## config.mk

```make
export PLATFORM = sky130hd
export DESIGN_NAME = hsl_to_rgb_convert_flat
export DESIGN_NICKNAME = d
export VERILOG_FILES = /design/src/hw/rtl/hsl_pkg.sv /design/src/hw/rtl/hsl_if.sv /design/src/hw/rtl/hsl_qp_calc.sv /design/src/hw/rtl/hsl_ramp.sv /design/src/hw/rtl/hsl_byte.sv /design/src/hw/rtl/hsl_to_rgb_convert.sv /design/src/flat_wrapper.sv
export SDC_FILE = /design/constraint.sdc
export NUM_CORES = 2
export LEC_CHECK = 0
export BUFFER_PORTS_ARGS = -buffer_cell sky130_fd_sc_hd__clkbuf_2
export CORE_MARGIN = 4
export CORE_UTILIZATION = 45
export CTS_BUF_LIST = sky130_fd_sc_hd__clkbuf_8 sky130_fd_sc_hd__clkbuf_16
export CTS_CLUSTER_SIZE = 10
export DETAILED_ROUTE_END_ITERATION = 6
export GPL_ROUTABILITY_DRIVEN = 0
export SYNTH_ARGS = -nofsm -noshare
export SYNTH_HDL_FRONTEND = slang
export SYNTH_HIERARCHICAL = 1
export SYNTH_SLANG_ARGS = --single-unit
```

## constraint.sdc

```tcl
create_clock -name clk_i -period 16 [get_ports clk_i]
set_input_delay 3.2 -clock clk_i [delete_from_list [all_inputs] [get_ports clk_i]]
set_output_delay 3.2 -clock clk_i [all_outputs]
set_load 0.01 [all_outputs]
```

## src/hw/rtl/hsl_pkg.sv

```systemverilog
// Shared constants, types and a helper function for the HSL to RGB converter.
package hsl_pkg;

  localparam int unsigned FRAC_BITS = 16;
  localparam int unsigned HUE_W     = FRAC_BITS;
  localparam int unsigned SL_W      = FRAC_BITS + 1;
  localparam int unsigned RGB_W     = 8;
  localparam int unsigned NUM_CH    = 3;

  // fixed-point constants, rounded to nearest
  localparam int unsigned ONE_I        = 1 << FRAC_BITS;
  localparam int unsigned HALF_I       = ONE_I / 2;
  localparam int unsigned THIRD_I      = (2 * ONE_I + 3) / 6;
  localparam int unsigned SIXTH_I      = (2 * ONE_I + 6) / 12;
  localparam int unsigned TWO_THIRDS_I = (4 * ONE_I + 3) / 6;

  localparam logic [SL_W-1:0]  FX_ONE        = SL_W'(ONE_I);
  localparam logic [SL_W-1:0]  FX_HALF       = SL_W'(HALF_I);
  localparam logic [HUE_W-1:0] FX_THIRD      = HUE_W'(THIRD_I);
  localparam logic [HUE_W-1:0] FX_SIXTH      = HUE_W'(SIXTH_I);
  localparam logic [HUE_W-1:0] FX_HALF_T     = HUE_W'(HALF_I);
  localparam logic [HUE_W-1:0] FX_TWO_THIRDS = HUE_W'(TWO_THIRDS_I);

  // channel value after the ramp; may overshoot one slightly
  localparam int unsigned CH_W = FRAC_BITS + 2;

  typedef enum logic [1:0] {
    RGN_RISE,
    RGN_HIGH,
    RGN_FALL,
    RGN_LOW
  } region_e;

  typedef struct packed {
    region_e             rgn;
    logic [HUE_W-1:0]    u;    // ramp factor, t or two_thirds - t
  } chan_t;

  typedef struct packed {
    logic [SL_W-1:0]        p;
    logic [SL_W-1:0]        q;
    logic [SL_W-1:0]        d;
    chan_t [NUM_CH-1:0]     ch;
  } qp_t;

  typedef logic [CH_W-1:0] chan_val_t;

  typedef struct packed {
    chan_val_t [NUM_CH-1:0] c;
  } lvl_t;

  // classify a hue position on the piecewise-linear ramp
  function automatic chan_t hue_chan(logic [HUE_W-1:0] t);
    chan_t r;
    if (t < FX_SIXTH) begin
      r.rgn = RGN_RISE;
      r.u   = t;
    end else if (t < FX_HALF_T) begin
      r.rgn = RGN_HIGH;
      r.u   = '0;
    end else if (t < FX_TWO_THIRDS) begin
      r.rgn = RGN_FALL;
      r.u   = FX_TWO_THIRDS - t;
    end else begin
      r.rgn = RGN_LOW;
      r.u   = '0;
    end
    return r;
  endfunction

endpackage

```

## src/hw/rtl/hsl_if.sv

```systemverilog
// Valid/ready channel interfaces for HSL input words and RGB output words.
interface hsl_in_if;
  logic                          valid;
  logic                          ready;
  logic [hsl_pkg::HUE_W-1:0]     hue;
  logic [hsl_pkg::SL_W-1:0]      saturation;
  logic [hsl_pkg::SL_W-1:0]      lightness;

  modport source (output valid, hue, saturation, lightness, input ready);
  modport sink   (input valid, hue, saturation, lightness, output ready);
endinterface

interface hsl_rgb_if;
  logic                          valid;
  logic                          ready;
  logic [hsl_pkg::RGB_W-1:0]     red;
  logic [hsl_pkg::RGB_W-1:0]     green;
  logic [hsl_pkg::RGB_W-1:0]     blue;

  modport source (output valid, red, green, blue, input ready);
  modport sink   (input valid, red, green, blue, output ready);
endinterface

```

## src/hw/rtl/hsl_qp_calc.sv

```systemverilog
// Stages 1-2: clamp inputs, form l*s and hue positions, then q, p and q-p.
module hsl_qp_calc (
  input  logic          clk_i,
  input  logic          rst_ni,
  hsl_in_if.sink        in_i,
  output logic          valid_o,
  input  logic          ready_i,
  output hsl_pkg::qp_t  qp_o
);

  localparam int unsigned F  = hsl_pkg::FRAC_BITS;
  localparam int unsigned SW = hsl_pkg::SL_W;
  localparam int unsigned PW = 2 * F + 2;

  logic en1, en2;
  logic v1_q, v2_q;

  logic [SW-1:0]  s_c, l_c;
  logic [SW-1:0]  s1_q, l1_q;
  logic [PW-1:0]  ls1_q;
  hsl_pkg::chan_t [hsl_pkg::NUM_CH-1:0] ch_d, ch1_q;

  logic [PW-1:0]  ls_up;
  logic [F+1:0]   q_w;
  logic [SW-1:0]  q_c, p_c;
  logic [F+2:0]   two_l, p_w;
  hsl_pkg::qp_t   qp_d, qp_q;

  // a stage advances when empty or when the next one advances
  assign en2        = !v2_q || ready_i;
  assign en1        = !v1_q || en2;
  assign in_i.ready = en1;

  always_comb begin
    s_c = (in_i.saturation > hsl_pkg::FX_ONE) ? hsl_pkg::FX_ONE : in_i.saturation;
    l_c = (in_i.lightness  > hsl_pkg::FX_ONE) ? hsl_pkg::FX_ONE : in_i.lightness;
    ch_d[0] = hsl_pkg::hue_chan(in_i.hue + hsl_pkg::FX_THIRD);
    ch_d[1] = hsl_pkg::hue_chan(in_i.hue);
    ch_d[2] = hsl_pkg::hue_chan(in_i.hue - hsl_pkg::FX_THIRD);
  end

  always_ff @(posedge clk_i or negedge rst_ni) begin
    if (!rst_ni) begin
      v1_q <= 1'b0;
      v2_q <= 1'b0;
    end else begin
      if (en1) v1_q <= in_i.valid;
      if (en2) v2_q <= v1_q;
    end
  end

  always_ff @(posedge clk_i) begin
    if (en1) begin
      s1_q  <= s_c;
      l1_q  <= l_c;
      ls1_q <= PW'(s_c * l_c);
      ch1_q <= ch_d;
    end
  end

  always_comb begin
    // ceil(l*s / one) for the upper half of lightness
    ls_up = ls1_q + PW'(hsl_pkg::ONE_I - 1);
    if (l1_q < hsl_pkg::FX_HALF) begin
      q_w = (F+2)'(l1_q) + ls1_q[PW-1:F];
    end else begin
      q_w = (F+2)'(l1_q) + (F+2)'(s1_q) - ls_up[PW-1:F];
    end
    q_c   = q_w[SW-1:0];
    two_l = {1'b0, l1_q, 1'b0};
    p_w   = two_l - {2'b00, q_c};
    // clamp p to q on any underflow or overshoot
    if (p_w[F+2] || (p_w[F+1:0] > {1'b0, q_c})) begin
      p_c = q_c;
    end else begin
      p_c = p_w[SW-1:0];
    end
    qp_d.p  = p_c;
    qp_d.q  = q_c;
    qp_d.d  = q_c - p_c;
    qp_d.ch = ch1_q;
  end

  always_ff @(posedge clk_i) begin
    if (en2) qp_q <= qp_d;
  end

  assign valid_o = v2_q;
  assign qp_o    = qp_q;

  a_clamped: assert property (@(posedge clk_i) disable iff (!rst_ni)
    v1_q |-> (s1_q <= hsl_pkg::FX_ONE) && (l1_q <= hsl_pkg::FX_ONE))
    else $error("clamped saturation or lightness above one");

  a_p_le_q: assert property (@(posedge clk_i) disable iff (!rst_ni)
    v2_q |-> (qp_q.p <= qp_q.q) && (qp_q.d == qp_q.q - qp_q.p))
    else $error("p above q or bad difference");

  a_q_le_one: assert property (@(posedge clk_i) disable iff (!rst_ni)
    v2_q |-> qp_q.q <= hsl_pkg::FX_ONE)
    else $error("q above one");

endmodule

```

## src/hw/rtl/hsl_ramp.sv

```systemverilog
// Stages 3-4: ramp products per channel, then the channel level in fixed point.
module hsl_ramp (
  input  logic          clk_i,
  input  logic          rst_ni,
  input  logic          valid_i,
  output logic          ready_o,
  input  hsl_pkg::qp_t  qp_i,
  output logic          valid_o,
  input  logic          ready_i,
  output hsl_pkg::lvl_t lvl_o
);

  localparam int unsigned F  = hsl_pkg::FRAC_BITS;
  localparam int unsigned SW = hsl_pkg::SL_W;
  localparam int unsigned NC = hsl_pkg::NUM_CH;
  localparam int unsigned MW = 2 * F + 1;
  localparam int unsigned XW = MW + 3;

  logic en3, en4;
  logic v3_q, v4_q;

  logic [MW-1:0]     m3_q [NC];
  logic [SW-1:0]     p3_q, q3_q;
  hsl_pkg::region_e  rgn3_q [NC];

  logic [XW-1:0]     prod6 [NC];
  logic [F+3:0]      sum   [NC];
  hsl_pkg::lvl_t     lvl_d, lvl_q;

  assign en4     = !v4_q || ready_i;
  assign en3     = !v3_q || en4;
  assign ready_o = en3;

  always_ff @(posedge clk_i or negedge rst_ni) begin
    if (!rst_ni) begin
      v3_q <= 1'b0;
      v4_q <= 1'b0;
    end else begin
      if (en3) v3_q <= valid_i;
      if (en4) v4_q <= v3_q;
    end
  end

  always_ff @(posedge clk_i) begin
    if (en3) begin
      p3_q <= qp_i.p;
      q3_q <= qp_i.q;
      for (int i = 0; i < NC; i++) begin
        m3_q[i]   <= MW'(qp_i.d * qp_i.ch[i].u);
        rgn3_q[i] <= qp_i.ch[i].rgn;
      end
    end
  end

  always_comb begin
    for (int i = 0; i < NC; i++) begin
      // times six as two shifted adds, then drop the fraction
      prod6[i] = ({3'b000, m3_q[i]} << 2) + ({3'b000, m3_q[i]} << 1);
      sum[i]   = (F+4)'(p3_q) + prod6[i][XW-1:F];
      unique case (rgn3_q[i])
        hsl_pkg::RGN_RISE,
        hsl_pkg::RGN_FALL: lvl_d.c[i] = sum[i][hsl_pkg::CH_W-1:0];
        hsl_pkg::RGN_HIGH: lvl_d.c[i] = hsl_pkg::CH_W'(q3_q);
        hsl_pkg::RGN_LOW:  lvl_d.c[i] = hsl_pkg::CH_W'(p3_q);
        default:           lvl_d.c[i] = hsl_pkg::CH_W'(p3_q);
      endcase
    end
  end

  always_ff @(posedge clk_i) begin
    if (en4) lvl_q <= lvl_d;
  end

  assign valid_o = v4_q;
  assign lvl_o   = lvl_q;

endmodule

```

## src/hw/rtl/hsl_byte.sv

```systemverilog
// Stage 5: scale each channel level by 255, truncate and saturate to 8 bits.
module hsl_byte (
  input  logic          clk_i,
  input  logic          rst_ni,
  input  logic          valid_i,
  output logic          ready_o,
  input  hsl_pkg::lvl_t lvl_i,
  hsl_rgb_if.source     out_o
);

  localparam int unsigned F  = hsl_pkg::FRAC_BITS;
  localparam int unsigned CW = hsl_pkg::CH_W;
  localparam int unsigned NC = hsl_pkg::NUM_CH;
  localparam int unsigned XW = CW + 8;

  logic                       v5_q;
  logic                       en5;
  logic [XW-1:0]              x   [NC];
  logic [XW-F-1:0]            v   [NC];
  logic [hsl_pkg::RGB_W-1:0]  b_d [NC];
  logic [hsl_pkg::RGB_W-1:0]  b_q [NC];

  assign en5     = !v5_q || out_o.ready;
  assign ready_o = en5;

  always_comb begin
    for (int i = 0; i < NC; i++) begin
      x[i]   = ({8'h00, lvl_i.c[i]} << 8) - {8'h00, lvl_i.c[i]};
      v[i]   = x[i][XW-1:F];
      b_d[i] = (v[i] > (XW-F)'(255)) ? 8'hFF : v[i][hsl_pkg::RGB_W-1:0];
    end
  end

  always_ff @(posedge clk_i or negedge rst_ni) begin
    if (!rst_ni) begin
      v5_q <= 1'b0;
    end else if (en5) begin
      v5_q <= valid_i;
    end
  end

  always_ff @(posedge clk_i) begin
    if (en5) begin
      for (int i = 0; i < NC; i++) b_q[i] <= b_d[i];
    end
  end

  assign out_o.valid = v5_q;
  assign out_o.red   = b_q[0];
  assign out_o.green = b_q[1];
  assign out_o.blue  = b_q[2];

endmodule

```

## src/hw/rtl/hsl_to_rgb_convert.sv

```systemverilog
// HSL to RGB converter top level: five-stage valid/ready pipeline.
// Takes one hue/saturation/lightness word per clock and returns one 8-bit
// red/green/blue word per clock unless the output stalls. Each of the
// five register stages holds its own valid bit and advances when empty
// or when the stage after it advances, so a stall on the output backs up
// stage by stage and empty slots close up. The stage depth is set by the
// multipliers: one 17x17 product for l*s in stage 1 and three 17x16 ramp
// products in stage 3, each followed by a register.
module hsl_to_rgb_convert (
  input  logic       clk_i,
  input  logic       rst_ni,
  hsl_in_if.sink     in_i,
  hsl_rgb_if.source  out_o
);

  logic          qp_valid, qp_ready;
  hsl_pkg::qp_t  qp;
  logic          lvl_valid, lvl_ready;
  hsl_pkg::lvl_t lvl;

  hsl_qp_calc u_qp (
    .clk_i   (clk_i),
    .rst_ni  (rst_ni),
    .in_i    (in_i),
    .valid_o (qp_valid),
    .ready_i (qp_ready),
    .qp_o    (qp)
  );

  hsl_ramp u_ramp (
    .clk_i   (clk_i),
    .rst_ni  (rst_ni),
    .valid_i (qp_valid),
    .ready_o (qp_ready),
    .qp_i    (qp),
    .valid_o (lvl_valid),
    .ready_i (lvl_ready),
    .lvl_o   (lvl)
  );

  hsl_byte u_byte (
    .clk_i   (clk_i),
    .rst_ni  (rst_ni),
    .valid_i (lvl_valid),
    .ready_o (lvl_ready),
    .lvl_i   (lvl),
    .out_o   (out_o)
  );

endmodule

```

## src/flat_wrapper.sv

```systemverilog
// flat-port wrapper written by rule: the top's interface ports become plain ports
module hsl_to_rgb_convert_flat 
  (clk_i, rst_ni, in_i_valid, in_i_hue, in_i_saturation, in_i_lightness, in_i_ready, out_o_valid, out_o_red, out_o_green, out_o_blue, out_o_ready);
  hsl_in_if in_i_i ();
  hsl_rgb_if out_o_i ();
  input  logic clk_i;
  input  logic rst_ni;
  input wire logic [$bits(in_i_i.valid)-1:0] in_i_valid;
  input wire logic [$bits(in_i_i.hue)-1:0] in_i_hue;
  input wire logic [$bits(in_i_i.saturation)-1:0] in_i_saturation;
  input wire logic [$bits(in_i_i.lightness)-1:0] in_i_lightness;
  output wire logic [$bits(in_i_i.ready)-1:0] in_i_ready;
  output wire logic [$bits(out_o_i.valid)-1:0] out_o_valid;
  output wire logic [$bits(out_o_i.red)-1:0] out_o_red;
  output wire logic [$bits(out_o_i.green)-1:0] out_o_green;
  output wire logic [$bits(out_o_i.blue)-1:0] out_o_blue;
  input wire logic [$bits(out_o_i.ready)-1:0] out_o_ready;
  assign in_i_i.valid = in_i_valid;
  assign in_i_i.hue = in_i_hue;
  assign in_i_i.saturation = in_i_saturation;
  assign in_i_i.lightness = in_i_lightness;
  assign in_i_ready = in_i_i.ready;
  assign out_o_valid = out_o_i.valid;
  assign out_o_red = out_o_i.red;
  assign out_o_green = out_o_i.green;
  assign out_o_blue = out_o_i.blue;
  assign out_o_i.ready = out_o_ready;
  hsl_to_rgb_convert u_core (.clk_i(clk_i), .rst_ni(rst_ni), .in_i(in_i_i), .out_o(out_o_i));
endmodule
```

* Word-level counts from Yosys, hierarchy flattened
Memories as Yosys holds them, arrays and structs flattened.
Index checks and enable logic that the tools add are counted.
** Word-level totals
- Flip-flop bits (word level) :: 319
- RAM bits :: 129
- Word-level logic and storage cells :: 126
- Output and inout bits :: 26
- Bits of input ports :: 54
- Memories :: 3
** Operators by class
- Multiply operators :: 4
- Add/subtract/negate cells :: 20
- Magnitude comparators :: 16
- Reductions and logical operators :: 20
- Multiplexer cells :: 23
- Equal/unequal tests :: 9
** Memory list
- u_core.u_ramp.m3_q :: words 3, width 33, rd ports 3, clocked after Yosys merged registers in 0, write ports 3, line hsl_ramp.sv:22 : logic [MW-1:0] m3_q [NC];
- u_core.u_byte.b_q :: words 3, width 8, rd ports 3, clocked after Yosys merged registers in 0, write ports 3, line hsl_byte.sv:21 : logic [hsl_pkg::RGB_W-1:0] b_q [NC];
- u_core.u_ramp.rgn3_q :: words 3, width 2, rd ports 3, clocked after Yosys merged registers in 0, write ports 3, line hsl_ramp.sv:24 : hsl_pkg::region_e rgn3_q [NC];
** Operators by type and width (number)
- 2-to-1 mux 17 bit :: 10
- one-hot mux 18 bit (3 select lines) :: 3
- adder 34 bit :: 3
- multiplier 17 x 16 -> 33 bit :: 3
- less-than comparator 16 bit (second input constant) :: 6
- subtractor 26 x 18 -> 26 bit :: 3
- adder 17 x 18 -> 18 bit :: 3
- less-than comparator 16 x 14 -> 1 bit (second input constant) :: 3
- 2-to-1 mux 16 bit :: 3
- subtractor 16 bit (first input constant) :: 3
- adder 17 bit :: 2
- greater-than comparator 17 bit (second input constant) :: 2
- subtractor 17 bit :: 2
- adder 33 x 16 -> 33 bit (second input constant) :: 1
- multiplier 17 x 17 -> 33 bit :: 1
- greater-than comparator 10 x 8 -> 1 bit (second input constant) :: 3
- 2-to-1 mux 8 bit :: 3
- subtractor 18 x 17 -> 19 bit :: 1
- greater-than comparator 18 x 17 -> 1 bit :: 1
- less-than comparator 17 x 16 -> 1 bit (second input constant) :: 1
- adder 16 x 15 -> 16 bit (second input constant) :: 1
- subtractor 16 x 15 -> 16 bit (second input constant) :: 1
- == test 2 bit (second input constant) :: 6
- OR reduction 2 bit :: 6
- other kinds (5) :: 21

* Longest topological paths before layout
- Depth after elaboration :: 8
- Depth in mapped cells :: 53
- Mapped depth without buffers :: 51

* Modules after synthesis
The synthesis kept the hierarchy.
** By module, submodules not included
- hsl_ramp :: sequential area each 5845.6 um^2, cells an instance 4060, instances 1, area each 38511.9 um^2
- hsl_qp_calc :: sequential area each 6776.5 um^2, cells an instance 2374, instances 1, area each 22950.8 um^2
- hsl_byte :: sequential area each 745.7 um^2, cells an instance 323, instances 1, area each 2665.1 um^2

* Least setup slack after synthesis
Ideal clock, no wire load.
- Kind :: input -> output
- Start :: input out_o_ready
- End :: output in_i_ready
- Stages on the path :: 3
- Path buffers :: 0
- Required time :: 12.800 ns
- Slack :: 1.868 ns
- Arrival time :: 10.932 ns
- Cell sequence :: nand2b_1 -> nand3b_1 -> nand3b_1
** On the way
- Longest elaborated chain between the ends :: 5
** RTL lines
- start: declaration :: line flat_wrapper.sv:17 : input wire logic [$bits(out_o_i.ready)-1:0] out_o_ready;
- logical OR 1 bit :: line hsl_byte.sv:23 : assign en5 = !v5_q || out_o.ready;
- logical OR 1 bit :: line hsl_ramp.sv:30 : assign en4 = !v4_q || ready_i;
- logical OR 1 bit :: line hsl_ramp.sv:31 : assign en3 = !v3_q || en4;
- via u_core.qp_ready :: line hsl_to_rgb_convert.sv:16 : logic qp_valid, qp_ready;
- logical OR 1 bit :: line hsl_qp_calc.sv:30 : assign en2 = !v2_q || ready_i;
- logical OR 1 bit :: line hsl_qp_calc.sv:31 : assign en1 = !v1_q || en2;
- end: declaration :: line flat_wrapper.sv:12 : output wire logic [$bits(in_i_i.ready)-1:0] in_i_ready;
The timed path passes the listed nets, and every way through them passes these cells.

==> results.md <==
- Summed over all layers, the global routing overflow is 0.
- The clock sink count is between 400 and 500.
- The max capacitance violation total is 0.
- For this run, the leading register cell type out of synthesis is sky130_fd_sc_hd__edfxtp_1.
- The number of global-route vias before repair is around 48000.
- The number of library cell types mapped by synthesis is ~120.
- The horizontal die dimension is a little under 400 um.
- Entering global routing, the biggest net connects 74 pins.
- The CTS root buffer is sky130_fd_sc_hd__clkbuf_16.
- The ratio of final minimum period to clock period is between 70 and 80%.
- Setup repair after global routing left no endpoint under its margin.
- In this run the worst path has a maximum fanout of 14.
- The hold path endpoint is u_core/u_ramp/q3_q[13].
- The final max-slew violation count was 0.
- Global routing used 22.6% of the available tracks.
- Of the cells placed in the final design, the portion with a size suffix greater than 1 is approximately 4.4%.
- The number of placement rows is around 140.
- The sum of routed wire length over all layers is ~170000 um.
- The slowest cell on the critical path is sky130_fd_sc_hd__a21oi_1.
- The async set-reset flop share out of synthesis is roughly 1.1%.
- The worst register-to-register path begins at u_core/u_qp/ls1_q[9].
- The flow ran to the end, and the final reports show no timing, DRC or antenna violations.
- The area of the die is ~150000 um2.
- At the worst endpoint, the arrival time is about 12000 ps.
- The sequential fraction of the synthesis area is a little over a fifth.
- For the worst setup path, the data required time is 16430 ps.
- The overall via count from detail_route is approximately 47000.
- The clock passes through at most 3 buffers.
- The minimum clock period after layout is between 10000 and 15000 ps.
- The cell count after synthesis is approximately 6800.
- The delay contributed by the slowest stage of the critical path is ~570 ps.
- At the pin with the least slew margin, the transition time is 1040 ps.
- Dividing the detail-routed via count by the number of cells gives roughly 5.5.
- Post-CTS repair changed the size of 0 cells.
- The final setup TNS is 0 ps.
- The path depth of the worst reg2reg path is between 40 and 50.
- The count of endpoints failing hold in the final timing report is 0.
- For this configuration, the core starts out at a cell density of roughly 45%.
- The Yosys step of the flow raised 6 warnings.
- The beginning of the worst hold path is u_core/u_qp/qp_o[84].
- Static timing analysis puts the maximum clock frequency at between 80 and 90 MHz.
- The worst setup path is of the reg2reg kind.
- The latest clock arrival within the worst-skew pair is 670 ps.
- The library cell used most frequently in the layout, excluding fill and tap cells, is sky130_fd_sc_hd__inv_1.
- Counting instances, the worst hold path has a depth of 0.
- The detailed router's first-iteration violation count is ~3200.
- After clock tree synthesis, the clock-pin slew on the worst setup and hold paths is around 60 ps.
- In this run the count of I/O pins placed on the die edge is 80.
- The kind of cell adding the most delay to the critical path is compound AO/OA/AOI/OAI gates.
- The total clock buffers created by CTS is between 50 and 60.
- For this run, design rule violations remaining after detail routing come to 0.
- After clock tree synthesis, the setup repair step added 0 buffers.
- The detailed-route wire length per cell is about 19 um.
- After floorplanning, the core was sized to cover between 100000 and 150000 um2.
- The count of input and output buffers is 79.
- The cell that appears most often on the critical path is sky130_fd_sc_hd__ha_1.
- The worst setup path is launched from a flop.
- The tightest min-delay check is of the reg2reg type.
- The number of enable flip-flop cells after synthesis is ~440.
- Compared with the post-synthesis result, the final layout area differs by 6.14%.
- The number of buffers and inverters on the critical path is 0.
- The H-tree generated during clock tree synthesis spans 2 levels.
- The die height is 386 um.
- The placed wire-length estimate is 129000 um.
- TritonCTS built the clock tree.
- The mean post-synth cell area is 9.49 um2.
- In the layout the commonest cells are 1084 x sky130_fd_sc_hd__inv_1, 870 x sky130_fd_sc_hd__nand2_1, 868 x sky130_fd_sc_hd__fa_1, 664 x sky130_fd_sc_hd__ha_1, 441 x sky130_fd_sc_hd__edfxtp_1.
- The flop-to-flop setup slack is between 4000 and 5000 ps.
- The hold-fix buffer count after cts is 0.
- The worst pin sits at a relative slew slack of 30.5%.
- The initial antenna violation count is 3.
- The number of storage elements in the synthesis netlist is between 400 and 500.
- Before antenna repair, the detailed router went through 6 iterations.
- The type of element capturing the critical path is a flop.
- The post-synthesis instance area is between 60000 and 70000 um2.
- Setup violations remaining at the end of the flow were counted as 0.
- The total number of nets in the final design is 8286.
- The largest clock skew in the final design is around 66 ps.
- The total number of cells along the worst setup path is between 40 and 50.
- The first global-routing pass estimated 266000 um of wire.
- The antenna violation net count after detailed routing is 0.
- The endpoint identified for the worst register-to-register timing path is u_core/u_qp/qp_o[70].
-- metrics by stage --
step | std cells | instance area [um2] | utilization, % | worst slack, ps | hold slack [ps]
after CTS | 8632 | 68100 | 48.1 | 4800 | 416
after global routing | 8632 | 68100 | 48.1 | 3910 | 415
after detailed placement | 8531 | 66300 | 46.8 | 4780 | 405
after global placement | 8531 | 66300 | 46.8 | 4970 | 401
after floorplan | 6760 | 64100 | - | 1870 | 400
final | 8633 | 68100 | 48.1 | 4790 | 413
-- worst max-delay path by stage --
stage / from / end / slack, ps
2_1_floorplan: out_o_ready / in_i_ready / 1870
3_3_place_gp: in_i_lightness[16] / u_core/u_qp/ls1_q[30] / 4970
3_5_place_dp: in_i_lightness[16] / u_core/u_qp/ls1_q[30] / 4780
4_1_cts: u_core/u_qp/ls1_q[9] / u_core/u_qp/qp_o[70] / 4800
5_1_grt: u_core/u_qp/ls1_q[9] / u_core/u_qp/qp_o[70] / 3910
6_report: u_core/u_qp/ls1_q[9] / u_core/u_qp/qp_o[70] / 4790
-- logic make-up after synthesis --
group	Yosys count	synth area share, %
adders and majority gates	1535	40.1
xor gates and xnor gates	307	4.28
and+or+nand+nor	2083	15.6
AOI/OAI and AO/OA	1011	10.3
buffers and inverters	1307	7.72
other	1	0.00585
DFF	446	20.8
muxes	67	1.09
-- layer usage --
metal  GRT usage (%)  routed length, um  vias to the layer above
li1                -                  -                    22037
met1            31.6              75000                    23660
met2            36.6              76500                     1272
met3            2.42               8330                      280
met4            7.84               6540                        2
met5               0                 13                        -
-- layout make-up --
type	instances	area, um2
well taps	1890	2360
clock inverters	40	293
diodes	1	2.50
fillers	13361	73500
repair buffers	119	696
inverters	1069	4010
flip-flops and latches	446	13400
clock buffers	61	1490
multi-input cells	5007	45800
-- sequential cells by signal, summed over array words and instances, names as in the netlist --
name and flops:
u_core/u_ramp/lvl_o 54, u_core/u_ramp/q3_q 17, u_core/u_ramp/v3_q 1, u_core/u_ramp/rgn3_q 6
u_core/u_qp/l1_q 17, u_core/u_qp/qp_o 103, u_core/u_ramp/p3_q 17, u_core/u_ramp/valid_o 1
u_core/u_ramp/m3_q 99, u_core/u_byte/out_o.valid 1, u_core/u_qp/v1_q 1, u_core/u_qp/valid_o 1
u_core/u_qp/s1_q 17, u_core/u_qp/ls1_q 33, u_core/u_qp/ch1_q 54, u_core/u_byte/b_q 24
-- Yosys cell counts, types with 28 or more instances --
cell type,instances,share of area [%]
sky130_fd_sc_hd__a211oi_1,33,0.39
sky130_fd_sc_hd__a21o_1,116,1.4
sky130_fd_sc_hd__a21oi_1,318,2.5
sky130_fd_sc_hd__a31oi_1,32,0.31
sky130_fd_sc_hd__and2_1,410,4.0
sky130_fd_sc_hd__and3_1,51,0.50
sky130_fd_sc_hd__clkbuf_1,207,1.2
sky130_fd_sc_hd__edfxtp_1,441,21
sky130_fd_sc_hd__fa_1,868,27
sky130_fd_sc_hd__ha_1,664,13
sky130_fd_sc_hd__inv_1,1062,6.2
sky130_fd_sc_hd__mux2i_1,56,0.87
sky130_fd_sc_hd__nand2_1,870,5.1
sky130_fd_sc_hd__nand2b_1,39,0.38
sky130_fd_sc_hd__nand3_1,78,0.61
sky130_fd_sc_hd__nand4_1,42,0.41
sky130_fd_sc_hd__nor2_1,348,2.0
sky130_fd_sc_hd__nor2b_1,38,0.37
sky130_fd_sc_hd__nor3_1,64,0.50
sky130_fd_sc_hd__nor4_1,28,0.27
sky130_fd_sc_hd__o21a_1,62,0.73
sky130_fd_sc_hd__o21ai_0,179,1.4
sky130_fd_sc_hd__o21bai_1,36,0.42
sky130_fd_sc_hd__o31ai_1,31,0.36
sky130_fd_sc_hd__xnor2_1,217,3.0
sky130_fd_sc_hd__xor2_1,85,1.2
Power is not shown: default switching activity piles up to over one toggle a cycle in this logic, so the estimate is an artifact.
